[config.mk]
export PLATFORM = sky130hd
export DESIGN_NAME = lsdrs_ctrl
export DESIGN_NICKNAME = d
export VERILOG_FILES = /design/src/sv/lsdrs_pkg.sv /design/src/sv/lsdrs_ctrl.sv
export SDC_FILE = /design/constraint.sdc
export NUM_CORES = 1
export LEC_CHECK = 0
export BUFFER_PORTS_ARGS = -buffer_cell sky130_fd_sc_hd__buf_2
export CAP_MARGIN = 40
export CORE_MARGIN = 1.5
export CORE_UTILIZATION = 33
export DETAILED_ROUTE_END_ITERATION = 7
export GPL_ROUTABILITY_DRIVEN = 0
export PLACE_DENSITY = 0.54
export SETUP_SLACK_MARGIN = 0.02
export SLEW_MARGIN = 20
export SYNTH_ARGS = -nofsm -noshare
export SYNTH_HDL_FRONTEND = slang
export SYNTH_SLANG_ARGS = --single-unit
[constraint.sdc]
create_clock -name clk -period 2.8 [get_ports clk]
set_input_delay 0.42 -clock clk [delete_from_list [all_inputs] [get_ports clk]]
set_output_delay 0.42 -clock clk [all_outputs]
set_load 0.05 [all_outputs]
[src/sv/lsdrs_pkg.sv]
// Package for the LSD radix sort unit: constants, defaults and the command struct.
// Used by lsdrs_ctrl, lsdrs_datapath and the top level; depends on nothing.
`timescale 1ns / 1ps

package lsdrs_pkg;

	localparam int MAX_ITEMS_DEF    = 64;
	localparam int BUCKET_COUNT_DEF = 256;
	localparam int KEY_W            = 32;
	localparam int INDEX_W          = 6;
	localparam int DIGIT_W          = 8;
	localparam logic [1:0] LAST_PASS = 2'd3;

	// one-hot-ish datapath commands, driven from controller state
	typedef struct packed {
		logic load_wr;   // store incoming key at load count
		logic list_init; // list head to element 0
		logic item_rd;   // read key/link at list pointer
		logic dig_cap;   // take digit, read bucket tail
		logic append;    // append element to its bucket
		logic bkt_rd;    // read head/tail of scan bucket
		logic bkt_link;  // chain scan bucket into new list
		logic out_cap;   // load result registers, step pointer
	} cmd_t;

endpackage

[src/sv/lsdrs_ctrl.sv]
// Controller of the LSD radix sort unit: load, distribute, chain and drain
// sequencing, counters and result handshake. Depends on lsdrs_pkg.
`timescale 1ns / 1ps

module lsdrs_ctrl #(
	parameter int MAX_ITEMS    = lsdrs_pkg::MAX_ITEMS_DEF,
	parameter int BUCKET_COUNT = lsdrs_pkg::BUCKET_COUNT_DEF,
	localparam int CW = $clog2(MAX_ITEMS + 1),
	localparam int BW = $clog2(BUCKET_COUNT)
) (
	input  logic            clk,
	input  logic            arst_n,
	input  logic            load_valid,
	output logic            load_stall,
	input  logic            last_item,
	output logic            result_valid,
	input  logic            result_stall,
	output logic            end_of_run,
	input  logic            bkt_used,
	output lsdrs_pkg::cmd_t cmd,
	output logic [CW-1:0]   load_cnt,
	output logic [BW-1:0]   bkt,
	output logic [1:0]      pass
);

	typedef enum logic [3:0] {
		ST_LOAD,
		ST_D_RD,
		ST_D_DIG,
		ST_D_APP,
		ST_C_CHK,
		ST_C_WR,
		ST_E_RD,
		ST_E_CAP,
		ST_E_WAIT
	} state_t;

	state_t        state_q;
	logic [CW-1:0] cnt_q;
	logic [CW-1:0] k_q;
	logic [BW-1:0] b_q;
	logic [1:0]    pass_q;
	logic          out_valid_q;
	logic          end_q;

	logic load_acc;
	logic k_last;

	assign load_acc = load_valid && !load_stall;
	assign k_last   = (k_q == CW'(cnt_q - 1'b1));

	assign load_stall   = (state_q != ST_LOAD);
	assign result_valid = out_valid_q;
	assign end_of_run   = end_q;
	assign load_cnt     = cnt_q;
	assign bkt          = b_q;
	assign pass         = pass_q;

	always_comb begin
		cmd           = '0;
		cmd.load_wr   = load_acc && (cnt_q < CW'(MAX_ITEMS));
		cmd.list_init = load_acc && last_item;
		cmd.item_rd   = (state_q == ST_D_RD) || (state_q == ST_E_RD);
		cmd.dig_cap   = (state_q == ST_D_DIG);
		cmd.append    = (state_q == ST_D_APP);
		cmd.bkt_rd    = (state_q == ST_C_CHK) && bkt_used;
		cmd.bkt_link  = (state_q == ST_C_WR);
		cmd.out_cap   = (state_q == ST_E_CAP);
	end

	always_ff @(posedge clk or negedge arst_n) begin
		if (!arst_n) begin
			state_q     <= ST_LOAD;
			cnt_q       <= '0;
			k_q         <= '0;
			b_q         <= '0;
			pass_q      <= '0;
			out_valid_q <= 1'b0;
			end_q       <= 1'b0;
		end else begin
			case (state_q)
				ST_LOAD: begin
					if (load_acc) begin
						if (cmd.load_wr) begin
							cnt_q <= cnt_q + 1'b1;
						end
						if (last_item) begin
							k_q     <= '0;
							pass_q  <= '0;
							state_q <= ST_D_RD;
						end
					end
				end
				ST_D_RD: begin
					state_q <= ST_D_DIG;
				end
				ST_D_DIG: begin
					state_q <= ST_D_APP;
				end
				ST_D_APP: begin
					if (k_last) begin
						k_q     <= '0;
						b_q     <= BW'(BUCKET_COUNT - 1);
						state_q <= ST_C_CHK;
					end else begin
						k_q     <= k_q + 1'b1;
						state_q <= ST_D_RD;
					end
				end
				ST_C_CHK, ST_C_WR: begin
					if (state_q == ST_C_CHK && bkt_used) begin
						state_q <= ST_C_WR;
					end else if (b_q != '0) begin
						b_q     <= b_q - 1'b1;
						state_q <= ST_C_CHK;
					end else if (pass_q == lsdrs_pkg::LAST_PASS) begin
						pass_q  <= '0;
						state_q <= ST_E_RD;
					end else begin
						pass_q  <= pass_q + 1'b1;
						state_q <= ST_D_RD;
					end
				end
				ST_E_RD: begin
					state_q <= ST_E_CAP;
				end
				ST_E_CAP: begin
					out_valid_q <= 1'b1;
					end_q       <= k_last;
					state_q     <= ST_E_WAIT;
				end
				ST_E_WAIT: begin
					if (!result_stall) begin
						out_valid_q <= 1'b0;
						if (end_q) begin
							cnt_q   <= '0;
							k_q     <= '0;
							end_q   <= 1'b0;
							state_q <= ST_LOAD;
						end else begin
							k_q     <= k_q + 1'b1;
							state_q <= ST_E_RD;
						end
					end
				end
				default: begin
					state_q <= ST_LOAD;
				end
			endcase
		end
	end

`ifndef SYNTHESIS
	a_cnt_bound: assert property (@(posedge clk) disable iff (!arst_n)
		cnt_q <= CW'(MAX_ITEMS))
		else $error("load count above capacity");

	a_k_bound: assert property (@(posedge clk) disable iff (!arst_n)
		(state_q != ST_LOAD) |-> (k_q < cnt_q))
		else $error("element counter ran past loaded count");

	a_last_starts: assert property (@(posedge clk) disable iff (!arst_n)
		(load_acc && last_item) |=> (load_stall && !result_valid))
		else $error("last request did not start the sort");

	a_run_done: assert property (@(posedge clk) disable iff (!arst_n)
		(result_valid && !result_stall && end_of_run) |=> (!load_stall && cnt_q == '0))
		else $error("unit not empty after final result");

	a_valid_only_drain: assert property (@(posedge clk) disable iff (!arst_n)
		result_valid |-> load_stall)
		else $error("result offered while loading");
`endif

endmodule

==> flow_summary_export.csv <==
group,metric,value,unit
clock_tree,cts.sinks,30,
floorplanning,die_w,83.1,µm
worst_setup_path,cp.arrival,2.01,ns
clock_tree,cts_tree,"done",
clock_tree,htreeDepth,2,
global_route,grt_pass1_vias,1749,
clock_tree,cts_buffers,5,
min_path,hp-class,"in2async",
logic_synthesis,yosysSeqAreaShare,0.355,
worst_setup_path,worstPathMaxFanout,15,
worst_setup_path,crit_type,"reg2out",
routing,wirelength,5.22,mm
place,port_buffers,33,
timing,slew_headroom,0.536,
floorplanning,rows,28,
routing,drt_iter0_drc,86,
place,dpl.hpwl,3.77,mm
flow_run,max_cap_viol_count,0,
routing,dr.pass1.iters,4,
logic_synthesis,postSynthAreaPerCell,8.64,µm²
final_layout,drive_above_1_share,0.224,
timing,finClkSkew,0.00512,ns
timing,layout_worst_path_cycle_share,0.868,
logic_synthesis,synth_edf_count,0,
final_layout,finalInstanceArea,2460,µm²
logic_synthesis,yosysMostFrequentCell,"dfrtp_1",
final_layout,n_antenna_cell,0,
logic_synthesis,synthFlopType,"dfrtp_1",
timing,final.setup.tns,0,ns
clock_tree,clkTransAtPathRegs,0.07,ns
pwr,powerDensity,974,nW/µm²
final_layout,nFillCells,620,
timing,finalMaxSlewViolations,0,
routing,drcViolationCount,0,
final_layout,nets,292,
clock_tree,clk_latency,0.28,ns
logic_synthesis,synth-warning-count,0,
pwr,p_leak,0.00112,µW
worst_setup_path,worst_ep_required_time,2.38,ns
global_route,grt_antenna_before_repair,0,
floorplanning,die_area,6900,µm²
global_route,track_usage,0.155,
timing,worst_pin_slew,0.696,ns
floorplanning,core_area,6060,µm²
clock_tree,postCtsSetupBuffers,0,
status,outcome,"completed",
floorplanning,initial_utilization,0.349,
logic_synthesis,synth_cells,245,
logic_synthesis,synth_top_area_cell,"dfrtp_1",
clock_tree,cts_buffer_depth,2,
clock_tree,hold_buffers,0,
clock_tree,cts-root-buf,"clkbuf_8",
logic_synthesis,synth_top_area_share,0.355,
timing,rsz0062_at_grt,"no",
logic_synthesis,ys_ff_latch,30,
floorplanning,ioPinCount,34,
global_route,grt_pass1_wl,8.63,mm
floorplanning,die_h,83.1,µm
logic_synthesis,netlist_top_cells_count,"dfrtp_1, nand2_1, nor2_1, a21oi_1, o21ai_0",
clock_tree,cts_resized,0,
routing,via_count,1952,
global_route,gr-total-overflow,0,
pwr,vdd_ir_drop_max,0.000543,V
timing,fmax,411,MHz
logic_synthesis,synth.distinct_cells,60,
logic_synthesis,async_reset_ff_frac,1.00,
logic_synthesis,synth_area_leaders,"dfrtp_1, nand2_1, nor2_1",
routing,via_per_inst,5.48,
worst_setup_path,crit_path_end_kind,"output port",
timing,finalCriticalPeriod,2.43,ns
final_layout,area_delta_synth_final,16.3,%
logic_synthesis,synth_area,2120,µm²
place,placed_area,2370,µm²
worst_setup_path,start_kind,"flip-flop",
timing,setup_viol,0,
global_route,grt_max_degree,31,
routing,ant_nets,0,
routing,post_drt_wl_per_cell,14.7,µm
timing,hold_viol,0,
logic_synthesis,syn_nets,257,
## sequential cells by signal, indices dropped and copies added (netlist names)
name / count
result_valid: 1
pass: 2
state_q: 4
bkt: 8
k_q: 7
end_of_run: 1
load_cnt: 7
## layout make-up
type | count | area [µm²] | area share
clock inverters | 1 | 5.00 | 0.00203
repair buffers | 39 | 210 | 0.0854
flip-flops and latches | 30 | 751 | 0.305
inverters | 9 | 33.8 | 0.0137
multi-input cells | 195 | 1280 | 0.521
well taps | 75 | 93.8 | 0.0381
clock buffers | 7 | 86.3 | 0.0351
## per-layer routing
metal,vias up,share of wire,GRT usage,wire length (µm)
met4,0,0.0063,0.0470,33
met1,932,0.48,0.210,2500
li1,972,-,-,-
met2,46,0.47,0.241,2440
met5,-,0,0,0
met3,2,0.047,0.0447,246
## final timing paths
check	slack (ns)	to	cells after the start	start
worst min-delay path	0.18	load_cnt[4]$_DFFE_PN0P_	1	arst_n
max in group asynchronous	2.17	bkt[2]$_DFFE_PN0P_	1	arst_n
worst min register to register	0.52	result_valid$_DFFE_PN0P_	2	result_valid$_DFFE_PN0P_
worst max-delay path	0.37	cmd[6]	3	state_q[1]$_DFFE_PN0P_
min in group clk	0.44	result_valid$_DFFE_PN0P_	3	result_stall
worst max register to register	0.49	k_q[2]$_DFFE_PN0P_	8	load_cnt[0]$_DFFE_PN0P_
## cell usage in the layout (no fill, tap or decap), drive strengths merged, types with 2 or more instances in the layout
master   instances
a211oi           3
a21o             3
a21oi           14
a221o            2
a22o             8
and2             2
and3             3
buf             39
clkbuf           7
dfrtp           30
ha               6
inv              9
nand2           25
nand2b           8
nand3            9
nand3b           3
nand4            3
nand4b           2
nor2            23
nor2b            4
nor3             9
nor3b            2
nor4             6
nor4b            5
o2111ai          2
o21a             2
o21ai           14
o21ba            2
o21bai           2
o22ai            2
o31ai            2
or2              3
or3              5
xnor2            4
xor2             2
## cell families after synthesis
logic type,share of synthesized area
flip-flops,0.355
multiplexers,0.0100
adder cells (fa/ha/maj),0.0355
AND/OR/NAND/NOR,0.321
XOR/XNOR,0.0248
AO/OA/AOI/OAI,0.211
buffers and inverters,0.0431
## through the flow
step           cells  total power (µW)  hold slack, ns  worst slack [ns]  utilization
5_1_grt          356              2580           0.218             0.258        0.406
2_1_floorplan    245              1750           0.124             0.104            -
3_3_place_gp     348              2050           0.501             0.529        0.391
6_report         356              2400           0.178             0.368        0.406
3_5_place_dp     348              2050           0.507             0.525        0.391
4_1_cts          356              2430           0.207             0.360        0.406
## report_power, final
part,total (µW),leakage [µW],switching [µW],internal [µW]
clock network,361,0.0000482,163,198
registers,731,0.000390,192,540
logic,1310,0.000678,878,427
total,2400,0.00112,1230,1170
## worst max-delay path, stage by stage (launching register included)
cell and delay, ns:
dfrtp_1 0.52, or4_1 0.67, nor2_1 0.23, buf_2 0.30
Power figures use the tool's default switching activity.
